$ cat src/rtl/sm83alu_pkg.sv
// shared types, command codes and flag positions of the sm83 alu and bit unit
package sm83alu_pkg;

    localparam int CMD_W = 5;

    localparam logic [CMD_W-1:0] CMD_ADD8   = 5'd0;
    localparam logic [CMD_W-1:0] CMD_ADC    = 5'd1;
    localparam logic [CMD_W-1:0] CMD_SUB    = 5'd2;
    localparam logic [CMD_W-1:0] CMD_SBC    = 5'd3;
    localparam logic [CMD_W-1:0] CMD_AND    = 5'd4;
    localparam logic [CMD_W-1:0] CMD_XOR    = 5'd5;
    localparam logic [CMD_W-1:0] CMD_OR     = 5'd6;
    localparam logic [CMD_W-1:0] CMD_CP     = 5'd7;
    localparam logic [CMD_W-1:0] CMD_INC8   = 5'd8;
    localparam logic [CMD_W-1:0] CMD_DEC8   = 5'd9;
    localparam logic [CMD_W-1:0] CMD_ADD16  = 5'd10;
    localparam logic [CMD_W-1:0] CMD_ADD_SP = 5'd11;
    localparam logic [CMD_W-1:0] CMD_RLC    = 5'd12;
    localparam logic [CMD_W-1:0] CMD_RRC    = 5'd13;
    localparam logic [CMD_W-1:0] CMD_RL     = 5'd14;
    localparam logic [CMD_W-1:0] CMD_RR     = 5'd15;
    localparam logic [CMD_W-1:0] CMD_SLA    = 5'd16;
    localparam logic [CMD_W-1:0] CMD_SRA    = 5'd17;
    localparam logic [CMD_W-1:0] CMD_SWAP   = 5'd18;
    localparam logic [CMD_W-1:0] CMD_SRL    = 5'd19;
    localparam logic [CMD_W-1:0] CMD_BIT    = 5'd20;
    localparam logic [CMD_W-1:0] CMD_RES    = 5'd21;
    localparam logic [CMD_W-1:0] CMD_SET    = 5'd22;

    localparam int FLAG_Z = 3;
    localparam int FLAG_N = 2;
    localparam int FLAG_H = 1;
    localparam int FLAG_C = 0;

    typedef struct packed {
        logic [CMD_W-1:0] command;
        logic [15:0]      a;
        logic [15:0]      b;
        logic [2:0]       bit_index;
        logic [3:0]       flags;
    } alu_req_t;

    typedef struct packed {
        logic [15:0] result;
        logic [3:0]  flags;
        logic        write_back;
    } alu_res_t;

    function automatic logic is_zero8(input logic [7:0] v);
        return v == 8'h00;
    endfunction

endpackage

$ cat src/rtl/sm83alu_arith.sv
// arithmetic and logic group: 8-bit alu ops, inc/dec, 16-bit add, sp offset add
module sm83alu_arith (
    input  sm83alu_pkg::alu_req_t req,
    output sm83alu_pkg::alu_res_t res
);
    import sm83alu_pkg::*;

    logic [7:0]  a8;
    logic [7:0]  b8;
    logic        cin;
    logic        cin_use;
    logic [8:0]  sum9;
    logic [4:0]  hsum5;
    logic [8:0]  diff9;
    logic [4:0]  hdiff5;
    logic [7:0]  inc8;
    logic [7:0]  dec8;
    logic [16:0] sum17;
    logic [12:0] sum13;
    logic [15:0] sp_sum;
    logic [7:0]  r8;

    always_comb
    begin
        a8      = req.a[7:0];
        b8      = req.b[7:0];
        cin     = req.flags[FLAG_C];
        cin_use = cin & ((req.command == CMD_ADC) | (req.command == CMD_SBC));
        // carry-in is zero for the sp offset add, so these sums serve it too
        sum9    = {1'b0, a8} + {1'b0, b8} + {8'd0, cin_use};
        hsum5   = {1'b0, a8[3:0]} + {1'b0, b8[3:0]} + {4'd0, cin_use};
        diff9   = {1'b0, a8} - {1'b0, b8} - {8'd0, cin_use};
        hdiff5  = {1'b0, a8[3:0]} - {1'b0, b8[3:0]} - {4'd0, cin_use};
        inc8    = a8 + 8'd1;
        dec8    = a8 - 8'd1;
        sum17   = {1'b0, req.a} + {1'b0, req.b};
        sum13   = {1'b0, req.a[11:0]} + {1'b0, req.b[11:0]};
        sp_sum  = req.a + {{8{b8[7]}}, b8};
        r8      = 8'h00;

        res.result     = 16'h0000;
        res.flags      = req.flags;
        res.write_back = 1'b0;

        unique case (req.command)
            CMD_ADD8, CMD_ADC:
            begin
                r8             = sum9[7:0];
                res.result     = {8'h00, r8};
                res.flags      = {is_zero8(r8), 1'b0, hsum5[4], sum9[8]};
                res.write_back = 1'b1;
            end
            CMD_SUB, CMD_SBC:
            begin
                r8             = diff9[7:0];
                res.result     = {8'h00, r8};
                res.flags      = {is_zero8(r8), 1'b1, hdiff5[4], diff9[8]};
                res.write_back = 1'b1;
            end
            CMD_CP:
            begin
                res.flags = {is_zero8(diff9[7:0]), 1'b1, hdiff5[4], diff9[8]};
            end
            CMD_AND:
            begin
                r8             = a8 & b8;
                res.result     = {8'h00, r8};
                res.flags      = {is_zero8(r8), 1'b0, 1'b1, 1'b0};
                res.write_back = 1'b1;
            end
            CMD_XOR:
            begin
                r8             = a8 ^ b8;
                res.result     = {8'h00, r8};
                res.flags      = {is_zero8(r8), 3'b000};
                res.write_back = 1'b1;
            end
            CMD_OR:
            begin
                r8             = a8 | b8;
                res.result     = {8'h00, r8};
                res.flags      = {is_zero8(r8), 3'b000};
                res.write_back = 1'b1;
            end
            CMD_INC8:
            begin
                res.result     = {8'h00, inc8};
                res.flags      = {is_zero8(inc8), 1'b0, inc8[3:0] == 4'h0, cin};
                res.write_back = 1'b1;
            end
            CMD_DEC8:
            begin
                res.result     = {8'h00, dec8};
                res.flags      = {is_zero8(dec8), 1'b1, dec8[3:0] == 4'hF, cin};
                res.write_back = 1'b1;
            end
            CMD_ADD16:
            begin
                res.result     = sum17[15:0];
                res.flags      = {req.flags[FLAG_Z], 1'b0, sum13[12], sum17[16]};
                res.write_back = 1'b1;
            end
            CMD_ADD_SP:
            begin
                res.result     = sp_sum;
                res.flags      = {2'b00, hsum5[4], sum9[8]};
                res.write_back = 1'b1;
            end
            default:
            begin
                res.result     = 16'h0000;
                res.flags      = req.flags;
                res.write_back = 1'b0;
            end
        endcase
    end

endmodule

$ cat src/rtl/sm83alu_cb.sv
// cb-prefix group: rotates, shifts, swap, and bit/res/set
module sm83alu_cb (
    input  sm83alu_pkg::alu_req_t req,
    output sm83alu_pkg::alu_res_t res
);
    import sm83alu_pkg::*;

    logic [7:0] a8;
    logic       cin;
    logic [7:0] r8;
    logic       cout;
    logic [7:0] mask;

    always_comb
    begin
        a8   = req.a[7:0];
        cin  = req.flags[FLAG_C];
        mask = 8'h01 << req.bit_index;
        r8   = 8'h00;
        cout = 1'b0;

        res.result     = 16'h0000;
        res.flags      = req.flags;
        res.write_back = 1'b0;

        unique case (req.command)
            CMD_RLC:  begin r8 = {a8[6:0], a8[7]}; cout = a8[7]; end
            CMD_RRC:  begin r8 = {a8[0], a8[7:1]}; cout = a8[0]; end
            CMD_RL:   begin r8 = {a8[6:0], cin};   cout = a8[7]; end
            CMD_RR:   begin r8 = {cin, a8[7:1]};   cout = a8[0]; end
            CMD_SLA:  begin r8 = {a8[6:0], 1'b0};  cout = a8[7]; end
            CMD_SRA:  begin r8 = {a8[7], a8[7:1]}; cout = a8[0]; end
            CMD_SWAP: begin r8 = {a8[3:0], a8[7:4]}; cout = 1'b0; end
            CMD_SRL:  begin r8 = {1'b0, a8[7:1]};  cout = a8[0]; end
            CMD_RES:  r8 = a8 & ~mask;
            CMD_SET:  r8 = a8 | mask;
            default:  r8 = 8'h00;
        endcase

        priority if (req.command == CMD_BIT)
        begin
            res.flags = {~a8[req.bit_index], 1'b0, 1'b1, cin};
        end
        else if (req.command == CMD_RES || req.command == CMD_SET)
        begin
            res.result     = {8'h00, r8};
            res.write_back = 1'b1;
        end
        else if (req.command >= CMD_RLC && req.command <= CMD_SRL)
        begin
            res.result     = {8'h00, r8};
            res.flags      = {is_zero8(r8), 1'b0, 1'b0, cout};
            res.write_back = 1'b1;
        end
        else
        begin
            res.result     = 16'h0000;
            res.flags      = req.flags;
            res.write_back = 1'b0;
        end
    end

endmodule

$ cat src/rtl/sm83_alu_and_bit_unit_top.sv
// top level of the sm83 alu and bit unit: input register, alu groups, result register
//
//  channel | signals                                                               | dir
//  --------+-----------------------------------------------------------------------+-----
//  in      | in_valid in_ready command operand_a operand_b bit_index flags_in      | in
//  out     | out_valid out_ready result flags_out write_back                       | out
//
// one item per cycle sustained while out_ready is high; each item passes the input register, then the result register
// the alu itself is one combinational pass between those two registers
// reset clears both valid bits; payload registers are not reset
// a stall at out_ready holds the result register; the input register keeps
// taking an item while the result register drains, in_ready drops only when both are full
module sm83_alu_and_bit_unit_top (
    input  logic        clk,
    input  logic        rst_n,
    input  logic        in_valid,
    output logic        in_ready,
    input  logic [4:0]  command,
    input  logic [15:0] operand_a,
    input  logic [15:0] operand_b,
    input  logic [2:0]  bit_index,
    input  logic [3:0]  flags_in,
    output logic        out_valid,
    input  logic        out_ready,
    output logic [15:0] result,
    output logic [3:0]  flags_out,
    output logic        write_back
);
    import sm83alu_pkg::*;

    alu_req_t req_reg;
    alu_req_t req_next;
    logic     s1_valid_reg;
    logic     s1_valid_next;
    alu_res_t res_reg;
    alu_res_t res_next;
    logic     out_valid_reg;
    logic     out_valid_next;

    alu_res_t arith_res;
    alu_res_t cb_res;
    logic     s1_adv;
    logic     in_fire;

    sm83alu_arith u_arith (
        .req (req_reg),
        .res (arith_res)
    );

    sm83alu_cb u_cb (
        .req (req_reg),
        .res (cb_res)
    );

    assign s1_adv   = s1_valid_reg & (~out_valid_reg | out_ready);
    assign in_ready = ~s1_valid_reg | s1_adv;
    assign in_fire  = in_valid & in_ready;

    always_comb
    begin
        req_next.command   = command;
        req_next.a         = operand_a;
        req_next.b         = operand_b;
        req_next.bit_index = bit_index;
        req_next.flags     = flags_in;

        s1_valid_next  = in_fire | (s1_valid_reg & ~s1_adv);
        out_valid_next = s1_adv | (out_valid_reg & ~out_ready);

        // unused codes fall through to a no-op with flags passed on
        priority if (req_reg.command <= CMD_ADD_SP)
        begin
            res_next = arith_res;
        end
        else if (req_reg.command <= CMD_SET)
        begin
            res_next = cb_res;
        end
        else
        begin
            res_next.result     = 16'h0000;
            res_next.flags      = req_reg.flags;
            res_next.write_back = 1'b0;
        end
    end

    always_ff @(posedge clk or negedge rst_n)
    begin
        if (!rst_n)
        begin
            s1_valid_reg  <= 1'b0;
            out_valid_reg <= 1'b0;
        end
        else
        begin
            s1_valid_reg  <= s1_valid_next;
            out_valid_reg <= out_valid_next;
        end
    end

    always_ff @(posedge clk)
    begin
        if (in_fire)
        begin
            req_reg <= req_next;
        end
        if (s1_adv)
        begin
            res_reg <= res_next;
        end
    end

    assign out_valid  = out_valid_reg;
    assign result     = res_reg.result;
    assign flags_out  = res_reg.flags;
    assign write_back = res_reg.write_back;

    // a result that is not written back always reads as zero
    a_nowb_zero: assert property (@(posedge clk) disable iff (!rst_n)
        out_valid && !write_back |-> result == 16'h0000)
        else $error("result not zero without write-back");

    // an item leaving the input register lands in the result register
    a_adv_fills: assert property (@(posedge clk) disable iff (!rst_n)
        s1_adv |=> out_valid)
        else $error("advanced item missing from result register");

    // a held input register keeps its item while the output is blocked
    a_s1_hold: assert property (@(posedge clk) disable iff (!rst_n)
        s1_valid_reg && !s1_adv |=> s1_valid_reg && $stable(req_reg))
        else $error("stalled item lost in input register");

    // the input side is never blocked while the input register is empty
    a_ready_empty: assert property (@(posedge clk) disable iff (!rst_n)
        !s1_valid_reg |-> in_ready)
        else $error("input blocked with empty input register");

endmodule
$ cat config.mk
export PLATFORM = sky130hd
export DESIGN_NAME = sm83_alu_and_bit_unit_top
export DESIGN_NICKNAME = d
export VERILOG_FILES = /design/src/rtl/sm83alu_pkg.sv /design/src/rtl/sm83alu_arith.sv /design/src/rtl/sm83alu_cb.sv /design/src/rtl/sm83_alu_and_bit_unit_top.sv
export SDC_FILE = /design/constraint.sdc
export NUM_CORES = 1
export LEC_CHECK = 0
export BUFFER_PORTS_ARGS = -buffer_cell sky130_fd_sc_hd__buf_4
export CAP_MARGIN = 20
export CORE_MARGIN = 5
export CORE_UTILIZATION = 40
export DETAILED_ROUTE_END_ITERATION = 7
export PLACE_DENSITY = 0.65
export SLEW_MARGIN = 0
export SYNTH_ARGS = -nofsm -noshare
export SYNTH_HDL_FRONTEND = slang
export SYNTH_SLANG_ARGS = --single-unit
export TNS_END_PERCENT = 20
$ cat constraint.sdc
create_clock -name clk -period 7.7 [get_ports clk]
set_input_delay 0 -clock clk [delete_from_list [all_inputs] [get_ports clk]]
set_output_delay 0 -clock clk [all_outputs]
set_load 0.02 [all_outputs]
======== Word-level counts from Yosys, hierarchy flattened ========
Cells that the tools add are included.
storage, ports and cells
  output and inout port bits .............. 23
  word-level logic and storage cells ...... 107
  register bits after elaboration ......... 67
cells by class
  reductions and logical operators ........ 18
  muxes and demuxes ....................... 16
  shift operators ......................... 1
  $add $sub $neg .......................... 13
  bitwise gates (word level) .............. 21
  equality and inequality tests ........... 23
  magnitude comparators ................... 5
operators by type and width
  cell                   count
  $pmux W16 S9           1
  $pmux W8 S10           1
  $logic_not A8 Y1       8
  $mux W21               2
  $eq A5 B4 Y1 const B   8
  $pmux W4 S9            1
  $eq A5 B5 Y1 const B   7
  $mux W16               2
  $eq A5 B3 Y1 const B   4
  $add A16 B16 Y17       1
  $add A16 B16 Y16       1
  $and A8 B8 Y8          2
  $or A8 B8 Y8           2
  $add A12 B12 Y13       1
  $mux W13               1
  $reduce_or A11 Y1      1
  $eq A5 B2 Y1 const B   2
  $le A5 B5 Y1 const B   2
  $add A8 B8 Y9          1
  $add A9 B1 Y9          1
  $sub A8 B8 Y9          1
  $sub A9 B1 Y9          1
  $add A8 B1 Y8 const B  1
  $mux W4                2
  26 further kinds       43

======== Logic depth before layout (Yosys ltp) ========
  depth in word-level cells ............... 10
  depth in mapped cells ................... 15
  mapped depth without buffers ............ 13

======== Modules after synthesis ========
Synthesis repeated with hierarchy kept, for this count alone.
second synthesis, totals
  cells, all modules ...................... 703
  area total of the unflattened synthesis .. 6431.2 um^2
modules (own cells, without submodules)
  module                     area an instance (um^2)  cells an instance  instances  seq. area each (um^2)
  sm83alu_arith              3094.2                   444                1          0.0
  sm83_alu_and_bit_unit_top  2521.2                   145                1          2001.9
  sm83alu_cb                 815.8                    114                1          0.0

======== Worst setup path before layout ========
Ideal clock, no wire load.
  kind .................................... reg-to-reg
  from .................................... reg req_reg[39] (netlist name)
  to ...................................... reg res_reg (netlist bit flags_out[3]) (data pin)
  arrival ................................. 3.694 ns
  cell stages (with the launch flop) ...... 14
  setup time .............................. 0.163 ns
  path buffers ............................ 3
  slack ................................... 3.843 ns
  cell sequence ........................... edfxtp_1 > buf_2 > buf_1 > clkbuf_1 > nand3_1 > fa_1 > fa_1 > o21a_1 > nor2_1 > xnor2_1 > or4_1 > a2111oi_0 > nor3_1 > o221ai_1
RTL lines
  element                   line                              source
  start: declaration        sm83_alu_and_bit_unit_top.sv:31   alu_req_t req_reg;
  start signal: assignment  sm83_alu_and_bit_unit_top.sv:105  req_reg <= req_next;
  end signal: assignment    sm83_alu_and_bit_unit_top.sv:109  res_reg <= res_next;
  end: declaration          sm83_alu_and_bit_unit_top.sv:35   alu_res_t res_reg;

==> metrics.md <==
| Metric | Value |
|---|---|
| Worst Tran Pin Value | 0.848 ns |
| Core region area | 14400 µm² |
| MaxCap Viol Count | 0 |
| EDFF count, synth | 65 |
| Hold_ws | 0.362 ns |
| CTS tree | yes |
| Library cells used by synthesis | 80 |
| Overflow after GRT | 0 |
| RSZ-0062 raised after global routing | no |
| Worst reg-to-reg setup slack | 3.42 ns |
| Top-Level Pins | 71 |
| FF-to-FF End | flags_out[3] |
| # rows | 44 |
| Synthesized cell area | 5850 µm² |
| # hold bufs at CTS | 49 |
| Antenna violations before repair | 0 |
| Worst Hold Depth | 2 |
| Worst reg2reg startpoint | req_reg[42] |
| Outcome | finished, final reports clean |
| Critical Path End Type | register |
| Final Hold Vio Count | 0 |
| Pre-CTS setup slack | 3.50 ns |
| Initial Utilization | 40.5% |
| Die height | 131 µm |
| Delay-heaviest family, CP | simple AND/OR/NAND/NOR gates |
| Global Route Usage Sum | 22.2% |
| Max stage delay on crit path | 0.67 ns |
| Sequential area share after synthesis | 34.2% |
| Clk_lat worst skew | 0.35 ns |
| Final setup skew | 0.00761 ns |
| WP data required | 7.89 ns |
| HP Start | flags_in[1] |
| CTS Buffer Depth | 2 |
| Max Transition Viols Final | 0 |
| Top FF cell, synth | edfxtp_1 |
| Vias in the first global route | 5324 |
| Worst Hold Path EP | req_reg[1] |
| Setup TNS | 0 ns |
| Area grow syn2layout | 25.2% |
| FF-to-FF path depth | 11 |
| Cells after synthesis | 635 |
| CP Class | register to register |
| PortBufs | 70 |
| Final Net Count | 838 |
| Fmax | 0.234 GHz |
| Hold Path Class | primary input to register |
| Final Setup Violations | 0 |
| Layout cells sized above 1 | 15.7% |
| CTS Sinks | 67 |
| Max FFs per register | 44 |
| Total wire length | 18900 µm |
| Ys async rst share | 2.99% |
| Initial DRC count | 620 |
| Post_cts resized | 0 |
| Max stage delay cell, worst path | edfxtp_1 |
| Finished Layout Cells | 924 |
| Static Leak | 0.00289 µW |
| CP startpoint kind | register |
| Root buffer cell | clkbuf_16 |
| First-pass DRT Iterations | 8 |
| Largest net degree at the start of global routing | 45 |
| Post-synthesis average cell area | 9.21 µm² |
| Worst-path clk slew | 0.06 ns |
| CP cell instances | nor3_1, nand3_1, fa_1, fa_1, o21a_1, nor2_1, xnor2_1, or4_1, a2111oi_0, nor3_1, o221ai_1 |
| Seq cells post-synth | 67 |
| Die area | 17100 µm² |
| Fin crit share | 55.6% |
| Post-DRT Antenna Nets | 0 |
| Number of diodes | 0 |
| Final core utilization | 50.8% |
| HPWL Detailed | 13500 µm |
| Drc violations | 0 |
| Peak VDD IR | 0.109 mV |
| Vias post-DR | 5531 |
| Setup WS post-layout | 3.42 ns |
| Placed cell count | 858 |
| Crit path max fanout | 23 |
| Avg WL per Cell | 20.4 µm |
| Synthesized Nets | 738 |
| Worst Setup SP | req_reg[42] |
| CTS buffer count | 9 |
| Critical Path AT | 4.46 ns |
| CTS H-Tree Depth | 3 |
| Max transition margin | 43.1% |
| Yosys warns | 0 |
| RD Place Congestion | 0.949 |
| Vias per cell | 5.99 |
| Buf/Inv on CP | 0 |
| Global-route wire length before repair | 29000 µm |
| Chip width | 131 µm |
| Pwr dens | 178 nW/µm² |
| Post-CTS Setup Bufs | 0 |
| Crit path time final | 4.28 ns |
==> through the flow <==
stage               power, µW  area, µm²
floorplan                 715       5850
global placement          828       6490
detailed placement        831       6490
CTS                      1310       7300
global route             1370       7320
finish                   1300       7320
==> cell usage after synthesis, types with 3 or more instances <==
cell type	count	share of area, %
a211oi_1	7	0.90
a21boi_0	4	0.51
a21o_1	8	1.0
a21oi_1	38	3.3
a221o_1	3	0.51
a222oi_1	8	1.4
a22oi_1	4	0.51
a31oi_1	5	0.53
a32oi_1	5	0.75
and2_1	9	0.96
and3_1	6	0.64
and4_1	3	0.45
buf_2	7	0.60
clkbuf_1	23	1.5
clkbuf_2	3	0.26
edfxtp_1	65	33
fa_1	5	1.7
ha_1	50	11
inv_1	38	2.4
mux2i_1	12	2.1
nand2_1	46	3.0
nand2b_1	8	0.86
nand3_1	23	2.0
nand3b_1	4	0.51
nand4_1	7	0.75
nor2_1	41	2.6
nor2b_1	3	0.32
nor3_1	24	2.1
nor3b_1	3	0.39
nor4_1	7	0.75
o2111ai_1	3	0.45
o211ai_1	6	0.77
o21a_1	5	0.64
o21ai_0	34	2.9
o21bai_1	3	0.39
o221ai_1	3	0.45
o22ai_1	9	0.96
o31ai_1	4	0.51
or2_2	4	0.43
or3_1	5	0.53
or4_1	3	0.39
xnor2_1	22	3.3
xor2_1	11	1.6
==> cells in the final DEF (no fill, tap or decap), types with 8 or more instances in the layout <==
| cell | count |
|---|---|
| xnor2_1 | 22 |
| mux2i_1 | 12 |
| o21ai_0 | 34 |
| ha_1 | 50 |
| a21o_1 | 8 |
| clkbuf_16 | 9 |
| buf_4 | 77 |
| nand2b_1 | 8 |
| a21oi_1 | 38 |
| edfxtp_1 | 65 |
| xor2_1 | 11 |
| inv_1 | 38 |
| dlygate4sd3_1 | 49 |
| and2_1 | 8 |
| nand3_1 | 23 |
| a222oi_1 | 8 |
| nand2_1 | 46 |
| o22ai_1 | 9 |
| nor2_1 | 41 |
| nor3_1 | 23 |
==> how the worst max path moves through the flow <==
| stage | to | depth (start not counted) |
|---|---|---|
| final | flags_out[3] | 11 |
| after global routing | flags_out[3] | 11 |
| after CTS | flags_out[3] | 11 |
| after detailed placement | flags_out[3] | 11 |
| after global placement | flags_out[3] | 11 |
| after floorplan | flags_out[3] | 13 |
==> final cells by class <==
class,count,area (µm²)
Fill cell,1330,7100
Sequential cell,67,2000
Clock buffer,10,229
Clock inverter,6,90.1
Inverter,38,143
Multi-Input combinational cell,492,3540
Timing Repair Buffer,127,1090
Tap cell,184,230
==> worst reg2reg max path, stage by stage (launching register included) <==
cell and delay (ns):
edfxtp_1 0.67, nor3_1 0.51, nand3_1 0.24, fa_1 0.48, fa_1 0.45, o21a_1 0.21
nor2_1 0.21, xnor2_1 0.11, or4_1 0.52, a2111oi_0 0.45, nor3_1 0.10, o221ai_1 0.16
==> per-layer routing <==
layer / track usage (%) / up-vias / share of wire [%]
met5: 0 / - / 0
met3: 4.43 / 31 / 6.7
met1: 29.5 / 2662 / 43
met4: 7.02 / 0 / 2.2
met2: 36.7 / 237 / 49
li1: - / 2601 / -
==> report_power, final <==
| group | internal (µW) | switching (µW) | total [µW] |
|---|---|---|---|
| combinational | 166 | 219 | 385 |
| clock | 284 | 169 | 453 |
| sequential | 436 | 31.5 | 467 |
==> kinds of logic after synthesis <==
group	synth area share, %
xor+xnor	4.94
simple gates	19.1
buf+inv	5.35
flops	34.2
fa+ha+maj	12.4
compound gates	21.1
mux	2.82
Note: power is estimated with default switching activity, not from simulation.
